<file path="src/rtl/rcpf_pkg.sv">
`timescale 1ns / 1ps
// Shared types and constants for the RC pulse capture block with failsafe.
// Depends on nothing; every other file imports it.
package rcpf_pkg;

  // Fixed field widths of the item payloads.
  localparam int CHAN_FIELD_W = 2;
  localparam int STAMP_FIELD_W = 32;
  localparam int WIDTH_W = 12;
  localparam int DIV_W = 8;
  localparam int QUOT_W = 16;
  localparam int TMO_W = 4;
  localparam int OUT_CHANNELS = 3;

  // Configuration port layout.
  localparam int CFG_IDX_W = 2;
  localparam int CFG_DATA_W = 12;

  // Parameter defaults.
  localparam int NUM_CHANNELS_DEF = 3;
  localparam int STAMP_BITS_DEF = 32;

  // Register reset values.
  localparam logic [DIV_W-1:0] CYCLES_PER_US_RST = 8'd72;
  localparam logic [WIDTH_W-1:0] MIN_WIDTH_RST = 12'd800;
  localparam logic [WIDTH_W-1:0] MAX_WIDTH_RST = 12'd2200;
  localparam logic [TMO_W-1:0] TIMEOUT_LIMIT_RST = 4'd15;

  // Configuration register indexes.
  typedef enum logic [CFG_IDX_W-1:0] {
    CFG_CYCLES_PER_US = 2'd0,
    CFG_MIN_WIDTH     = 2'd1,
    CFG_MAX_WIDTH     = 2'd2,
    CFG_TIMEOUT_LIMIT = 2'd3
  } cfg_reg_e_t;

  // Item command codes.
  typedef enum logic {
    CMD_EDGE = 1'b0,
    CMD_TICK = 1'b1
  } cmd_t;

  // Sequencer states of the top level.
  typedef enum logic [2:0] {
    ST_IDLE,
    ST_TICK_SCAN,
    ST_TICK_APPLY,
    ST_EDGE_DIV,
    ST_EDGE_CHECK,
    ST_FINISH
  } state_t;

endpackage

</file>
<file path="src/rtl/rcpf_div.sv">
`timescale 1ns / 1ps
// Serial restoring divider: one quotient bit per cycle, keeps the low QUOT_W
// quotient bits. Depends on rcpf_pkg for the divisor and quotient widths.
module rcpf_div import rcpf_pkg::*; #(
  parameter int DIVIDEND_W = STAMP_BITS_DEF
) (
  input  logic                  clk,
  input  logic                  rst_n,
  input  logic                  start,
  input  logic [DIVIDEND_W-1:0] dividend,
  input  logic [DIV_W-1:0]      divisor,
  output logic                  done,
  output logic [QUOT_W-1:0]     quotient
);

  localparam int CNT_W = $clog2(DIVIDEND_W + 1);
  localparam logic [CNT_W-1:0] LAST_STEP = CNT_W'(DIVIDEND_W - 1);

  logic                  busy_r;
  logic                  done_r;
  logic [CNT_W-1:0]      cnt_r;
  logic [DIVIDEND_W-1:0] dvd_r;
  logic [DIV_W-1:0]      rem_r;
  logic [DIV_W-1:0]      div_r;
  logic [QUOT_W-1:0]     quo_r;
  logic [DIV_W:0]        trial;
  logic                  fits;
  logic [DIV_W-1:0]      rem_nxt;

  // One restoring step: shift in the next dividend bit and try a subtract.
  always_comb begin
    trial = {rem_r, dvd_r[DIVIDEND_W-1]};
    fits = (trial >= {1'b0, div_r});
    if (fits) begin
      rem_nxt = DIV_W'(trial - {1'b0, div_r});
    end else begin
      rem_nxt = trial[DIV_W-1:0];
    end
  end

  // Step control.
  always_ff @(posedge clk) begin
    if (!rst_n) begin
      busy_r <= 1'b0;
      done_r <= 1'b0;
      cnt_r <= '0;
    end else begin
      done_r <= busy_r && (cnt_r == LAST_STEP);
      if (start) begin
        busy_r <= 1'b1;
        cnt_r <= '0;
      end else if (busy_r) begin
        cnt_r <= cnt_r + 1'b1;
        if (cnt_r == LAST_STEP) begin
          busy_r <= 1'b0;
        end
      end
    end
  end

  // Operand and partial result registers.
  always_ff @(posedge clk) begin
    if (start) begin
      dvd_r <= dividend;
      div_r <= divisor;
      rem_r <= '0;
      quo_r <= '0;
    end else if (busy_r) begin
      dvd_r <= {dvd_r[DIVIDEND_W-2:0], 1'b0};
      rem_r <= rem_nxt;
      quo_r <= {quo_r[QUOT_W-2:0], fits};
    end
  end

  assign done = done_r;
  assign quotient = quo_r;

endmodule

</file>
<file path="config.mk">
export PLATFORM = sky130hd
export DESIGN_NAME = rcpf_div
export DESIGN_NICKNAME = d
export VERILOG_FILES = /design/src/rtl/rcpf_pkg.sv /design/src/rtl/rcpf_div.sv
export SDC_FILE = /design/constraint.sdc
export NUM_CORES = 1
export LEC_CHECK = 0
export BUFFER_PORTS_ARGS = -buffer_cell sky130_fd_sc_hd__clkbuf_2
export CORE_MARGIN = 3
export CORE_UTILIZATION = 35
export DETAILED_ROUTE_END_ITERATION = 8
export PLACE_DENSITY = 0.64
export SLEW_MARGIN = 25
export SYNTH_ARGS = -nofsm -noshare
export SYNTH_HDL_FRONTEND = slang
export SYNTH_SLANG_ARGS = --single-unit
</file>
<file path="constraint.sdc">
create_clock -name clk -period 2.8 [get_ports clk]
set_input_delay 0.56 -clock clk [delete_from_list [all_inputs] [get_ports clk]]
set_output_delay 0.56 -clock clk [all_outputs]
set_load 0.01 [all_outputs]
</file>
# --- Yosys cells after proc, flatten, opt, wreduce, memory -nomap -nowiden ---
# Index checks and enable logic that the tools add are counted.
classes:
  n_addsub: 2
  magnitude_cmp: 1
  n_eq_ne: 1
  muxes: 6
  bitwise: 1
  n_reduce_logical: 3
op_table:
  columns: ["operator", "n"]
  rows:
  - ["2-to-1 mux 32 bit", 2]
  - ["greater-or-equal comparator 9 x 8 -> 1 bit", 1]
  - ["2-to-1 mux 8 bit", 1]
  - ["subtractor 8 bit", 1]
  - ["adder 6 x 1 -> 6 bit, second input constant", 1]
  - ["equality test 6 x 5 -> 1 bit, second input constant", 1]
  - ["2-to-1 mux 1 bit", 3]
  - ["nonzero test 2 bit", 1]
  - ["OR reduction 2 bit", 1]
  - ["logical AND 1 bit", 1]
  - ["inverter 1 bit", 1]
word_totals:
  reg_bits: 72
  in_bits: 43

# --- Longest topological paths before layout ---
logic_depth:
  word_depth: 4
  depth_mapped: 8

# --- Worst setup path before layout ---
# Ideal clock, no wire load.
synth_path:
  kind: "in2reg"
  start: "input port start"
  end: "register dvd_r[0], enable pin"
  setup_time_ps: 389
  t_arrival_ps: 1536
  t_required_ps: 2411
  path_slack_ps: 875
  stages: 3
  path_buffers: 1
  cell_sequence: "clkbuf_1 -> inv_1 -> nand2_1"
synth_via:
  elab_chain_len: 1
synth_lines:
  columns: ["element", "line", "text"]
  rows:
  - ["from (decl)", "rcpf_div.sv:9", "input logic start,"]
  - ["nonzero test 2 bit (no line)", null, null]
  - ["to (signal assigned)", "rcpf_div.sv:64", "dvd_r <= dividend;"]
  - ["to (signal assigned)", "rcpf_div.sv:69", "dvd_r <= {dvd_r[DIVIDEND_W-2:0], 1'b0};"]
  - ["to (decl)", "rcpf_div.sv:22", "logic [DIVIDEND_W-1:0] dvd_r;"]
# Every way passes these cells.
# A chain may end at the register's enable or synchronous reset.

# --- Worst setup path after layout ---
layout_path:
  start: "register div_r[2]"
  end: "register rem_r[0]"
layout_via:
  elab_chain_len: 2
layout_lines:
  columns: ["element", "line", "text"]
  rows:
  - ["from (decl)", "rcpf_div.sv:24", "logic [DIV_W-1:0] div_r;"]
  - ["from (signal assigned)", "rcpf_div.sv:65", "div_r <= divisor;"]
  - ["greater-or-equal comparator 9 x 8 -> 1 bit", "rcpf_div.sv:33", "fits = (trial >= {1'b0, div_r});"]
  - ["2-to-1 mux 8 bit", "rcpf_div.sv:34", "if (fits) begin"]
  - ["to (signal assigned)", "rcpf_div.sv:70", "rem_r <= rem_nxt;"]
  - ["to (decl)", "rcpf_div.sv:23", "logic [DIV_W-1:0] rem_r;"]
# Every way passes these cells.

==> impl_metrics.json <==
{
  "r2r_start": "div_r[2]",
  "cts_hold_buf": 0,
  "synth_edf_count": 40,
  "synthFlopType": "edfxtp_1",
  "seq_area_um2": 1840,
  "final_antenna_net_count": 0,
  "post-route-period-util_pct": 74.2,
  "wl_per_cell_um": 14.6,
  "multi_input_area_um2": 1360,
  "drive_above_1_share_pct": 35.6,
  "crit_required_ps": 3000,
  "cp-endpoint": "rem_r[0]",
  "clock_path_buffers": 2,
  "rows": 34,
  "muxShareOfSynthArea_pct": 15.5,
  "grt_pass1_wl_um": 10400,
  "holdWs_ps": 388,
  "worst-r2r-setup-slack_ps": 720,
  "synth-seq-cells": 72,
  "syn_inst": 267,
  "routed_wl_um": 6460,
  "cts_buffers": 9,
  "totalNegativeSetupSlack_ps": 0,
  "synth_area_leaders": "edfxtp_1, dfxtp_1, mux2_2, mux2i_1, nor2_1",
  "met2_length_um": 3070,
  "initial_core_util_pct": 36.8,
  "synth-adder-area-share_pct": 4.03,
  "ctsResizeCount": 0,
  "rr_worst_depth": 7,
  "ys_warn_count": 0,
  "worstSkewPairLatency_ps": 340,
  "syn-num-nets": 320,
  "fin_nets": 382,
  "crit_start": "div_r[2]",
  "drtIter0Drc": 174,
  "place_hpwl_um": 4550,
  "dieArea_um2": 10600,
  "worst_slew_pin_slew_ps": 505,
  "arrival_ps": 2280,
  "hold_class": "input port to flip-flop",
  "synth_area_um2": 3290,
  "drc": 0,
  "grt_start_max_net_pins": 37,
  "end_kind": "flip-flop",
  "cp_max_fo": 6,
  "slew_viol_final": 0,
  "overflow": 0,
  "rsz0062_at_grt": "false",
  "avgSynthCellArea_um2": 12.3,
  "synth-async-reset-ratio_pct": 0,
  "synth_xor_area_share_pct": 2.40,
  "synthSimpleGateAreaFrac_pct": 10.0,
  "powerDensity_nw_per_um2": 611,
  "grtUsageTotal_pct": 13.0,
  "diodes": 0,
  "highest_layer": "met4",
  "clk_pin_slew_ps": 80,
  "dieHeight_um": 103,
  "r2r-end": "rem_r[0]",
  "finalHoldViolCount": 0,
  "wl_met3_um": 315,
  "area_delta_synth_final_pct": 18.5,
  "gp_congestion": 0.830,
  "cts_sinks": 72,
  "cts_max_level": 3,
  "port_buffers": 59,
  "synth_area_leader_cell": "edfxtp_1",
  "n_fill_cell": 855,
  "fin_util_pct": 43.6,
  "drt_pass1_iterations": 4,
  "synth_compound_area_share_pct": 9.28,
  "cts_tree": "built",
  "worstSetupPathType": "flip-flop to flip-flop",
  "p_leak_nw": 1.57,
  "fmax_mhz": 481,
  "core_region_area_um2": 8930,
  "status": "completed",
  "period_minus_slack_ps": 2080,
  "clockRootBuffer": "clkbuf_8",
  "cp-start-kind": "flip-flop",
  "relSlewSlack_pct": 66.1,
  "die_w_um": 103,
  "cap_violations": 0,
  "post_cts_buffers": 0,
  "synth.yosys.seq_area_share_pct": 56.0,
  "finalSetupViolCount": 0,
  "synth_top_area_share_pct": 36.5,
  "vias": 2249,
  "viasPerCell": 5.09,
  "routedLengthMet1_um": 2930,
  "grt_pass1_vias": 2173,
  "io_pins": 60,
  "synth_cell_types": 48,
  "synth_top_family_by_area": "multiplexers",
  "vdd_ir_drop_max_mv": 0.336,
  "antenna_found_initial": 0,
  "skew_ps": 3.79
}
[cell type report]
| type | instances | area share [%] |
|---|---|---|
| Tap cell | 108 | 3.47 |
| Inverter | 12 | 1.16 |
| Timing Repair Buffer | 63 | 8.34 |
| Multi-Input combinational cell | 171 | 34.8 |
| Sequential cell | 72 | 47.2 |
| Clock inverter | 6 | 1.77 |
| Clock buffer | 10 | 3.27 |
[cell usage after synthesis (2+ instances only)]
cell type,number
a211oi_1,2
a21oi_1,6
a311oi_1,3
a31o_1,2
and2_1,2
and3_1,4
buf_1,5
buf_2,2
clkbuf_1,5
dfxtp_1,32
edfxtp_1,40
ha_1,9
inv_1,12
mux2_2,31
mux2i_1,16
nand2_1,11
nand2_2,2
nand3_1,6
nand4_1,2
nor2_1,31
nor2b_1,3
o211ai_1,2
o21ai_0,6
o41ai_1,2
xnor2_1,5
xor2_1,4
[worst min path at each step]
stage / cells past startpoint / start / end
after floorplan: 2 / cnt_r[5] / cnt_r[5]
after global placement: 2 / cnt_r[5] / cnt_r[5]
after detailed placement: 2 / cnt_r[5] / cnt_r[5]
after CTS: 1 / divisor[7] / div_r[7]
after global routing: 1 / divisor[4] / div_r[4]
final: 1 / divisor[7] / div_r[7]
[critical path: stages, from the launching register on]
cell and delay, ps:
edfxtp_1 370, inv_1 70, ha_1 280, a21oi_1 160
a21bo_2 280, o31a_4 320, nor2_1 310, a311oi_1 160
[cell families after synthesis]
| group | count (synthesis) |
|---|---|
| flip-flops | 72 |
| AND/OR/NAND/NOR | 68 |
| multiplexers | 47 |
| AO/OA/AOI/OAI | 37 |
| buffers and inverters | 24 |
| adder cells (fa/ha/maj) | 10 |
| XOR/XNOR | 9 |
[layer usage]
layer  global-route usage [%]  vias to the layer above
met5                        0                        -
met4                     7.47                        0
met3                     3.45                       15
met2                     19.1                       54
met1                     17.2                     1080
li1                         -                     1100
[flip-flops by register name, summed over array words and instances, names as in the netlist]
name / cells
rem_r: 8
cnt_r: 6
busy_r: 1
done: 1
quotient: 16
div_r: 8
dvd_r: 32
[stage by stage]
step / setup WS (ps) / std cells / power (mW) / area (µm²)
2_1_floorplan: 875 / 267 / 1.49 / 3290
3_3_place_gp: 778 / 426 / 1.58 / 3700
3_5_place_dp: 759 / 426 / 1.59 / 3700
4_1_cts: 743 / 442 / 2.41 / 3900
5_1_grt: 579 / 442 / 2.49 / 3900
6_report: 723 / 442 / 2.38 / 3900
[cells in the final DEF, fill, tap and decap left out, drive strengths merged, types with 4 or more instances in the layout]
cell	netlist	final
a21oi	6	6
and3	4	4
buf	7	4
clkbuf	5	69
clkinvlp	0	4
dfxtp	32	32
edfxtp	40	40
ha	9	9
inv	12	13
mux2	31	31
mux2i	16	16
nand2	13	13
nand3	6	6
nor2	31	31
o21ai	8	8
xnor2	5	5
xor2	4	4
[where the power goes]
group	total [mW]	switching (mW)	internal [mW]	leakage (nW)
combinational	0.337	0.184	0.153	0.824
sequential	1.23	0.0277	1.20	0.660
clock	0.817	0.403	0.414	0.0851
total	2.38	0.615	1.77	1.57
(Power assumes the default switching activity.)
